## src/hw/rtl/tcpsm_pkg.sv

```systemverilog
// ============================================================================
// tcpsm_pkg
// Types and codes shared by the TCP connection state machine.
// ============================================================================
package tcpsm_pkg;

    // Flag bit positions in the 16-bit TCP flag word
    localparam int unsigned FLAG_W   = 16;
    localparam int unsigned SEQ_W    = 32;
    localparam int unsigned FIN_BIT  = 8;
    localparam int unsigned SYN_BIT  = 9;
    localparam int unsigned ACK_BIT  = 12;

    localparam logic [FLAG_W-1:0] F_SYN = FLAG_W'(1) << SYN_BIT;
    localparam logic [FLAG_W-1:0] F_FIN = FLAG_W'(1) << FIN_BIT;
    localparam logic [FLAG_W-1:0] F_ACK = FLAG_W'(1) << ACK_BIT;

    // Stream widths
    localparam int unsigned S_TDATA_W = 88;   // 84 bits of fields, padded to bytes
    localparam int unsigned S_TUSER_W = 1;
    localparam int unsigned M_TDATA_W = 80;
    localparam int unsigned M_TUSER_W = 3;

    // Input kind
    typedef enum logic {
        KIND_SEGMENT = 1'b0,
        KIND_SW_WRITE = 1'b1
    } kind_t;

    // Connection state
    typedef enum logic [3:0] {
        ST_CLOSED      = 4'd0,
        ST_LISTEN      = 4'd1,
        ST_SYN_SENT    = 4'd2,
        ST_SYN_RCVD    = 4'd3,
        ST_ESTABLISHED = 4'd4,
        ST_FIN_WAIT_1  = 4'd5,
        ST_FIN_WAIT_2  = 4'd6,
        ST_CLOSING     = 4'd7,
        ST_TIME_WAIT   = 4'd8,
        ST_LAST_ACK    = 4'd9
    } conn_state_t;

    // Result action
    typedef enum logic [2:0] {
        ACT_SEND    = 3'd0,
        ACT_DELIVER = 3'd1,
        ACT_CONN    = 3'd2,
        ACT_SYNACC  = 3'd3,
        ACT_ACKACC  = 3'd4
    } action_t;

    typedef struct packed {
        action_t           action;
        logic [FLAG_W-1:0] flags;
        logic [SEQ_W-1:0]  seq;
        logic [SEQ_W-1:0]  ack;
    } result_t;

    localparam result_t RESULT_NONE = '{action: ACT_SEND, flags: '0, seq: '0, ack: '0};

endpackage

```

## src/hw/rtl/tcp_connection_state_machine.sv

```systemverilog
// ============================================================================
// tcp_connection_state_machine
// Connection state tracker for one TCP connection: classifies received
// segments, steps the handshake/teardown states and emits replies and
// notifications.
// ============================================================================
//
//  channel   dir  tdata (low bit up)                              tuser    tlast
//  s_axis    in   tcp_flags[15:0] seq_num[47:16] ack_num[79:48]   kind     -
//                 new_state[83:80], zero pad [87:84]
//  m_axis    out  out_flags[15:0] out_seq[47:16] out_ack[79:48]   action   last
//
//  An input beat is decoded in the cycle it is accepted; its results (0..2)
//  land in a two-entry result buffer and the connection state updates at the
//  same edge. Results leave through the single output port, one per cycle
//  while m_axis_tready is high. The input is taken whenever the buffer is
//  empty or its last entry is being taken in that cycle, so beats with at
//  most one result each flow back to back while m_axis_tready is high.
//  Reset (rst_n, async, active low) empties the buffer and sets CLOSED.
//  A stall on m_axis holds the buffer; s_axis_tready is low while the buffer
//  holds two results, or one that is not being taken.
//
module tcp_connection_state_machine
(
    input  logic                               clk,
    input  logic                               rst_n,

    input  logic                               s_axis_tvalid,
    output logic                               s_axis_tready,
    // tcp_flags, seq_num, ack_num, new_state, pad
    input  logic [tcpsm_pkg::S_TDATA_W-1:0]    s_axis_tdata,
    // kind
    input  logic [tcpsm_pkg::S_TUSER_W-1:0]    s_axis_tuser,

    output logic                               m_axis_tvalid,
    input  logic                               m_axis_tready,
    // out_flags, out_seq, out_ack
    output logic [tcpsm_pkg::M_TDATA_W-1:0]    m_axis_tdata,
    // action
    output logic [tcpsm_pkg::M_TUSER_W-1:0]    m_axis_tuser,
    output logic                               m_axis_tlast
);
    import tcpsm_pkg::*;

    // ---- input unpacking ----
    kind_t             in_kind;
    logic [FLAG_W-1:0] in_flags;
    logic [SEQ_W-1:0]  in_seq;
    logic [SEQ_W-1:0]  in_ack;
    logic [3:0]        in_new_state;

    assign in_kind      = kind_t'(s_axis_tuser[0]);
    assign in_flags     = s_axis_tdata[15:0];
    assign in_seq       = s_axis_tdata[47:16];
    assign in_ack       = s_axis_tdata[79:48];
    assign in_new_state = s_axis_tdata[83:80];

    logic syn_f, fin_f, ack_f;
    assign syn_f = in_flags[SYN_BIT];
    assign fin_f = in_flags[FIN_BIT];
    assign ack_f = in_flags[ACK_BIT];

    logic [SEQ_W-1:0] rep_ack;
    assign rep_ack = in_seq + SEQ_W'(1);   // wraps mod 2^32

    // ---- state and result buffer ----
    conn_state_t state_reg, state_next;
    logic [1:0]  cnt_reg, cnt_next;        // results held, 0..2
    result_t     slot0_reg, slot1_reg;     // slot0 is the one on the port

    logic in_acc, out_take;
    assign out_take      = m_axis_tvalid && m_axis_tready;
    assign s_axis_tready = (cnt_reg == 2'd0) || (cnt_reg == 2'd1 && m_axis_tready);
    assign in_acc        = s_axis_tvalid && s_axis_tready;

    // ---- next state ----
    always_comb
    begin
        state_next = state_reg;
        if (in_acc)
        begin
            if (in_kind == KIND_SW_WRITE)
            begin
                // codes above LAST_ACK are dropped
                if (in_new_state <= 4'(ST_LAST_ACK))
                    state_next = conn_state_t'(in_new_state);
            end
            else if (syn_f && ack_f)
            begin
                if (state_reg == ST_SYN_SENT)
                    state_next = ST_ESTABLISHED;
            end
            else if (syn_f)
            begin
                if (state_reg == ST_LISTEN || state_reg == ST_SYN_SENT)
                    state_next = ST_SYN_RCVD;
            end
            else if (fin_f)
            begin
                case (state_reg)
                    ST_ESTABLISHED: state_next = ST_LAST_ACK;
                    ST_FIN_WAIT_1:  state_next = ST_CLOSING;
                    ST_FIN_WAIT_2:  state_next = ST_TIME_WAIT;
                    default:        state_next = state_reg;
                endcase
            end
            else if (ack_f)
            begin
                case (state_reg)
                    ST_SYN_RCVD:   state_next = ST_ESTABLISHED;
                    ST_FIN_WAIT_1: state_next = ST_FIN_WAIT_2;
                    ST_CLOSING:    state_next = ST_TIME_WAIT;
                    ST_LAST_ACK:   state_next = ST_CLOSED;
                    default:       state_next = state_reg;
                endcase
            end
        end
    end

    // ---- results of the beat on the input ----
    logic [1:0] n_res;
    result_t    res0, res1;
    result_t    send_ack, deliver;

    assign send_ack = '{action: ACT_SEND, flags: F_ACK, seq: in_ack, ack: rep_ack};
    assign deliver  = '{action: ACT_DELIVER, flags: in_flags, seq: in_seq, ack: in_ack};

    always_comb
    begin
        n_res = 2'd0;
        res0  = RESULT_NONE;
        res1  = RESULT_NONE;
        if (in_kind == KIND_SEGMENT)
        begin
            if (syn_f && ack_f)
            begin
                if (state_reg == ST_SYN_SENT)
                begin
                    n_res = 2'd2;
                    res0  = send_ack;
                    res1  = '{action: ACT_CONN, flags: '0, seq: '0, ack: '0};
                end
            end
            else if (syn_f)
            begin
                if (state_reg == ST_LISTEN)
                begin
                    n_res = 2'd2;
                    res0  = '{action: ACT_SEND, flags: F_SYN | F_ACK,
                              seq: in_ack, ack: rep_ack};
                    res1  = '{action: ACT_SYNACC, flags: '0, seq: '0, ack: '0};
                end
                else if (state_reg == ST_SYN_SENT)
                begin
                    n_res = 2'd1;
                    res0  = send_ack;
                end
            end
            else if (fin_f)
            begin
                case (state_reg)
                    ST_ESTABLISHED:
                    begin
                        n_res = 2'd2;
                        res0  = send_ack;
                        res1  = '{action: ACT_SEND, flags: F_FIN,
                                  seq: in_ack, ack: rep_ack};
                    end
                    ST_FIN_WAIT_1, ST_FIN_WAIT_2:
                    begin
                        n_res = 2'd1;
                        res0  = send_ack;
                    end
                    default: n_res = 2'd0;
                endcase
            end
            else if (ack_f)
            begin
                case (state_reg)
                    ST_SYN_RCVD:
                    begin
                        n_res = 2'd1;
                        res0  = '{action: ACT_ACKACC, flags: '0, seq: '0, ack: '0};
                    end
                    ST_ESTABLISHED:
                    begin
                        n_res = 2'd1;
                        res0  = deliver;
                    end
                    default: n_res = 2'd0;
                endcase
            end
            else
            begin
                // no SYN, FIN or ACK: straight to the data path
                n_res = 2'd1;
                res0  = deliver;
            end
        end
    end

    always_comb
    begin
        cnt_next = cnt_reg;
        if (in_acc)
            cnt_next = n_res;
        else if (out_take)
            cnt_next = cnt_reg - 2'd1;
    end

    always_ff @(posedge clk or negedge rst_n)
    begin
        if (!rst_n)
        begin
            state_reg <= ST_CLOSED;
            cnt_reg   <= 2'd0;
        end
        else
        begin
            state_reg <= state_next;
            cnt_reg   <= cnt_next;
        end
    end

    always_ff @(posedge clk)
    begin
        if (in_acc)
        begin
            slot0_reg <= res0;
            slot1_reg <= res1;
        end
        else if (out_take)
        begin
            slot0_reg <= slot1_reg;
        end
    end

    // ---- output port ----
    assign m_axis_tvalid = (cnt_reg != 2'd0);
    assign m_axis_tlast  = (cnt_reg == 2'd1);
    assign m_axis_tuser  = slot0_reg.action;
    assign m_axis_tdata  = {slot0_reg.ack, slot0_reg.seq, slot0_reg.flags};

    // ---- checks ----
    a_cnt_range: assert property (@(posedge clk) disable iff (!rst_n)
        cnt_reg != 2'd3)
        else $error("result buffer count out of range");

    a_state_on_beat: assert property (@(posedge clk) disable iff (!rst_n)
        !(s_axis_tvalid && s_axis_tready) |=> $stable(state_reg))
        else $error("connection state moved without an input beat");

    a_first_not_last: assert property (@(posedge clk) disable iff (!rst_n)
        cnt_reg == 2'd2 |-> m_axis_tvalid && !m_axis_tlast)
        else $error("first of two results marked last");

    a_notify_empty: assert property (@(posedge clk) disable iff (!rst_n)
        m_axis_tvalid && (slot0_reg.action == ACT_CONN || slot0_reg.action == ACT_SYNACC
            || slot0_reg.action == ACT_ACKACC) |-> m_axis_tdata == '0)
        else $error("notification carries data");

endmodule

```

## config.mk

```make
export PLATFORM = sky130hd
export DESIGN_NAME = tcp_connection_state_machine
export DESIGN_NICKNAME = d
export VERILOG_FILES = /design/src/hw/rtl/tcpsm_pkg.sv /design/src/hw/rtl/tcp_connection_state_machine.sv
export SDC_FILE = /design/constraint.sdc
export NUM_CORES = 1
export LEC_CHECK = 0
export BUFFER_PORTS_ARGS = -buffer_cell sky130_fd_sc_hd__buf_2
export CORE_MARGIN = 2
export CORE_UTILIZATION = 34
export CTS_CLUSTER_DIAMETER = 60
export CTS_CLUSTER_SIZE = 12
export DETAILED_ROUTE_END_ITERATION = 7
export SLEW_MARGIN = 20
export SYNTH_ARGS = -nofsm -noshare
export SYNTH_HDL_FRONTEND = slang
export SYNTH_SLANG_ARGS = --single-unit
```

## constraint.sdc

```tcl
create_clock -name clk -period 3.7 [get_ports clk]
set_input_delay 0.185 -clock clk [delete_from_list [all_inputs] [get_ports clk]]
set_output_delay 0.185 -clock clk [all_outputs]
set_load 0.02 [all_outputs]
```

## Word-level counts from Yosys, hierarchy flattened

Index checks and enable logic that the tools add are counted.

| storage, ports and cells | value |
|---|---|
| flip-flop bits (word level) | 172 |
| bits of input ports | 93 |
| output and inout bits | 86 |
| word-level logic and storage cells | 80 |

| operators by class | value |
|---|---|
| add/sub/neg operators | 2 |
| order comparisons | 1 |
| equal/unequal tests | 13 |
| multiplexer cells | 39 |
| reduce and logical (&&, ||, !) cells | 15 |

Operators by type and width:

| operator | number |
|---|---|
| $mux 83 | 10 |
| $pmux 83 s2 | 1 |
| $mux 82 | 2 |
| $mux 77 | 2 |
| $mux 73 | 2 |
| $add 32x1->32 const B | 1 |
| $mux 4 | 8 |
| $mux 2 | 9 |
| $eq 4x3->1 const B | 4 |
| $pmux 4 s4 | 1 |
| $pmux 4 s3 | 1 |
| $eq 4x2->1 const B | 2 |
| $reduce_bool 8->1 | 1 |
| $ne 7x1->1 const B | 1 |
| $reduce_and 7->1 | 1 |
| $reduce_bool 5->1 | 1 |
| $eq 4x1->1 const B | 1 |
| $eq 4x4->1 const B | 1 |
| $le 4x4->1 const B | 1 |
| $logic_and 1x1->1 | 4 |
| $ne 4x1->1 const B | 1 |
| $pmux 2 s2 | 1 |
| $reduce_bool 2->1 | 2 |
| $reduce_or 2->1 | 2 |
| other kinds (8) | 10 |

## Depth between registers and ports, before layout

| logic depth | value |
|---|---|
| depth after elaboration | 9 |
| depth in mapped cells | 10 |
| gate-level depth less buffers | 8 |

## Worst setup path after synthesis

Ideal clock, no wire load.

| path | value |
|---|---|
| path kind | flip-flop to flip-flop |
| start point | register cnt_reg[1] |
| end point | register slot1_reg[0] (netlist name), enable pin |
| library setup time | 457 ps |
| data arrival time | 3381 ps |
| data required time | 3243 ps |
| slack | -138 ps |
| cell stages (with the launch flop) | 8 |
| buffers on the path | 2 |
| period minus slack after synthesis | 3838 ps |
| path through | dfrtp_1 inv_1 ha_1 a21o_1 nand2_2 inv_1 buf_2 clkbuf_1 |

| on the way | value |
|---|---|
| word-level cells in the longest chain between the ends | 4 |
| elaborated cells between the ends (all ways) | 5 |
| classes of those cells | 1 x eq/ne; 4 x reduce/logical |

RTL lines:

| what | RTL line | text |
|---|---|---|
| from (decl) | tcp_connection_state_machine.sv:68 | `logic [1:0] cnt_reg, cnt_next;` |
| from (signal assigned) | tcp_connection_state_machine.sv:221 | `cnt_reg <= cnt_next;` |
| $eq 2x1->1 | n/a |  |
| via m_axis_tlast | tcp_connection_state_machine.sv:41 | `output logic m_axis_tlast` |
| $logic_and 1x1->1 | tcp_connection_state_machine.sv:73 | `assign s_axis_tready = (cnt_reg == 2'd0) \|\| (cnt_reg == 2'd1 && m_axis_tready);` |
| $logic_or 1x1->1 | tcp_connection_state_machine.sv:73 |  |
| via s_axis_tready | tcp_connection_state_machine.sv:29 | `output logic s_axis_tready,` |
| $logic_and 1x1->1 | tcp_connection_state_machine.sv:74 | `assign in_acc = s_axis_tvalid && s_axis_tready;` |
| via in_acc | tcp_connection_state_machine.sv:71 | `logic in_acc, out_take;` |
| to (signal assigned) | tcp_connection_state_machine.sv:230 | `slot1_reg <= res1;` |
| to (decl) | tcp_connection_state_machine.sv:69 | `result_t slot0_reg, slot1_reg;` |

The timed path passes the listed nets, and every way through them passes these cells.
A chain may end at the register's enable or synchronous reset.

## Worst setup path after layout

| path | value |
|---|---|
| start point | register cnt_reg[0] |
| end point | register slot0_reg (netlist bit m_axis_tdata[46]) (data pin) |

| on the way | value |
|---|---|
| word-level cells in the longest chain between the ends | 5 |
| elaborated cells between the ends (all ways) | 6 |
| classes of those cells | 1 x eq/ne; 1 x mux; 4 x reduce/logical |

RTL lines:

| what | RTL line | text |
|---|---|---|
| $eq 2x1->1 | tcp_connection_state_machine.sv:73 |  |
| $logic_and 1x1->1 | tcp_connection_state_machine.sv:73 |  |
| $logic_or 1x1->1 (*) | tcp_connection_state_machine.sv:73 |  |
| $logic_and 1x1->1 (*) | tcp_connection_state_machine.sv:74 |  |
| $mux 83 (*) | tcp_connection_state_machine.sv:227 | `if (in_acc)` |
| to (signal assigned) | tcp_connection_state_machine.sv:229 | `slot0_reg <= res0;` |
| to (signal assigned) | tcp_connection_state_machine.sv:234 | `slot0_reg <= slot1_reg;` |
| to (decl) | tcp_connection_state_machine.sv:69 |  |

Mark *: on every way between the ends. The rest lies on a longest branch, timed or not.

==> run_results.csv <==
group,metric,value,unit
status,status,"completed",
setup_path,startpoint,"cnt_reg[0]",
final_layout,regArea,0.00465,mm²
drt,ant_nets,0,
setup_path,ff2ff_setup_slack,880,ps
global_route,overflow,0,
logic_synthesis,synthesis.nets,689,
setup_path,crit_end,"m_axis_tdata[46]",
final_layout,multi_input_area,0.00238,mm²
final_layout,n_fill_cell,2043,
logic_synthesis,synth.distinct_cells,59,
cts,numCtsBuffers,17,
cts,cts_buffer_depth,2,
setup_path,crit_fanout,56,
cts,cts_resized,0,
global_route,grt_pass1_vias,5378,
logic_synthesis,yosysSeqAreaShare,0.629,
power_and_ir_drop,vdd_drop_max,270,µV
final_layout,design_area,0.00915,mm²
drt,drtPass1Iterations,5,
placed_design,place_congestion,0.833,
drt,vias,5519,
global_route,grt_first_pass_wirelength,29900,µm
power_and_ir_drop,power_density,754,mW/mm²
cts,cts_tree,"yes",
cts,cts_setup_buffers,0,
final_layout,area_growth,23.7,%
setup_path,crit_buf_inv,3,
sta,period_share,0.761,
worst_hold_path,hold_class,"in2reg",
setup_path,cpMostUsedCell,"inv_1",
logic_synthesis,synthCells,593,
global_route,grt_max_degree,75,
setup_path,crit_family,"simple AND/OR/NAND/NOR gates",
logic_synthesis,ys_seq_elements,156,
floorplanning,die_h,152,µm
logic_synthesis,yosysTopAreaCell,"edfxtp_1",
floorplanning,die-area,0.0230,mm²
job,drv_cap,0,
sta,slew_violations,0,
sta,tns,0,ps
setup_path,worstRegToRegCells,8,
cts,clock-sinks,156,
cts,clk_latency,420,ps
drt,drt-wirelength-per-cell,19.0,µm
logic_synthesis,yosys-top-cells-area,"edfxtp_1, a222oi_1, and2_1",
placed_design,io_buffers,174,
logic_synthesis,synth.most_common_cell,"edfxtp_1",
setup_path,critical_path.max_stage_delay,470,ps
setup_path,timing.rr.end,"m_axis_tdata[46]",
placed_design,place_hpwl,12800,µm
setup_path,required,3870,ps
drt,vias_per_cell,5.27,
placed_design,place_inst,1013,
placed_design,placed_area,0.00849,mm²
drt,routed_wl,19900,µm
sta,rsz0062_at_grt,"false",
setup_path,critPathKind,"reg2reg",
sta,finalSetupViolations,0,
final_layout,largest_register_ffs,80,
cts,cts_root_buf,"clkbuf_16",
setup_path,crit_cells,8,
floorplanning,die_w,152,µm
setup_path,worstPathCellList,"inv_1 -> ha_1 -> a21o_1 -> nand2_2 -> clkinv_2 -> and2_4 -> a222oi_1 -> inv_1",
floorplanning,start_util,0.349,
floorplanning,ios,179,
floorplanning,core_area,0.0212,mm²
logic_synthesis,ys.flop_type,"edfxtp_1",
logic_synthesis,yosys_warnings,0,
sta,fin_crit,2820,ps
sta,hold_viol_final,0,
global_route,grt_antenna_before_repair,0,
logic_synthesis,syn_area,0.00740,mm²
drt,drt_iter0_drc,551,
sta,fmax,0.355,GHz
cts,postCtsHoldBufs,1,
sta,worst_pin_slew,761,ps
logic_synthesis,yosys-top-cells-count,"edfxtp_1, nor2_1, inv_1",
logic_synthesis,synth_top_area_share,0.609,
power_and_ir_drop,power,6900,µW
setup_path,critPathArrivalTime,2990,ps
cts,htreeDepth,4,
setup_path,cp_slowest_cell,"and2_4",
global_route,grt_usage,0.172,
logic_synthesis,synth_edf_count,150,
floorplanning,row_count,53,
final_layout,layout.nets,854,
final_layout,final_util,0.431,
drt,drc,0,
setup_path,start_kind,"flip-flop",
logic_synthesis,async_reset_ff_frac,0.0385,
sta,finClkSkew,10.0,ps
final_layout,drive_gt1_frac,0.302,
power_and_ir_drop,p_leak,0.00373,µW
cts,cts.clk_slew.worst_paths,70,ps
sta,slew_headroom,0.489,
setup_path,end_kind,"flip-flop",
logic_synthesis,syn_area_per_cell,12.5,µm²
final_layout,final_cells,1047,
setup_path,r2r_start,"cnt_reg[0]",
-- layout by cell type (no fill, tap or decap), types with 12 or more instances in the layout --
cell type and n:
buf_2 174, edfxtp_1 150, nor2_1 51, inv_1 41, and2_1 39, a222oi_1 32
a22oi_1 23, xor2_1 22, nand2_1 20, and3_1 20, o21ai_0 18, clkbuf_16 17
a21oi_1 16, nand3_1 14, nand4_1 12
-- logic make-up (layout without fill, tap and decap cells) --
group	Yosys count	in the layout	synth area share
simple gates	185	185	0.137
flops	156	156	0.629
compound gates	132	132	0.133
buf+inv	81	259	0.0519
xor+xnor	31	31	0.0367
mux	5	5	0.00727
fa+ha+maj	3	3	0.00507
other cells	0	1	0
-- stage by stage --
| stage | hold WS (ps) | setup WS [ps] |
|---|---|---|
| finish | 46.0 | 883 |
| global route | 42.8 | 634 |
| CTS | 28.6 | 860 |
| detailed placement | 17.3 | 876 |
| global placement | 13.7 | 960 |
| floorplan | -111 | 403 |
-- where the power goes --
part / switching (µW) / internal [µW] / total [µW]
sequential: 208 / 2700 / 2900
combinational: 1410 / 644 / 2050
clock: 747 / 1200 / 1950
-- tightest hold or removal path, stage by stage --
cell and delay (ps):
buf_2 80, a21oi_1 50, mux2i_1 110
-- how the worst min path moves through the flow --
stage                     start            to  cells after the start
3_5_place_dp              rst_n  state_reg[2]                      1
6_report       s_axis_tdata[80]  state_reg[0]                      3
4_1_cts        s_axis_tdata[80]  state_reg[0]                      3
2_1_floorplan             rst_n    cnt_reg[0]                      0
5_1_grt        s_axis_tdata[80]  state_reg[0]                      3
3_3_place_gp              rst_n  state_reg[2]                      1
-- layer usage --
metal / global-route usage / up-vias / wire length (µm)
li1: - / 2582 / -
met1: 0.230 / 2715 / 8450
met2: 0.278 / 208 / 9540
met3: 0.0464 / 14 / 1720
met4: 0.0477 / 0 / 181
met5: 0 / - / 0
-- final cells by class --
type,instances,area share
clock inverter,14,0.0237
clock buffer,18,0.0469
sequential,156,0.509
multi-input combinational,356,0.260
tap,275,0.0376
antenna,1,0.000273
timing repair buffer,185,0.106
inverter,42,0.0174
(Power assumes the default switching activity.)
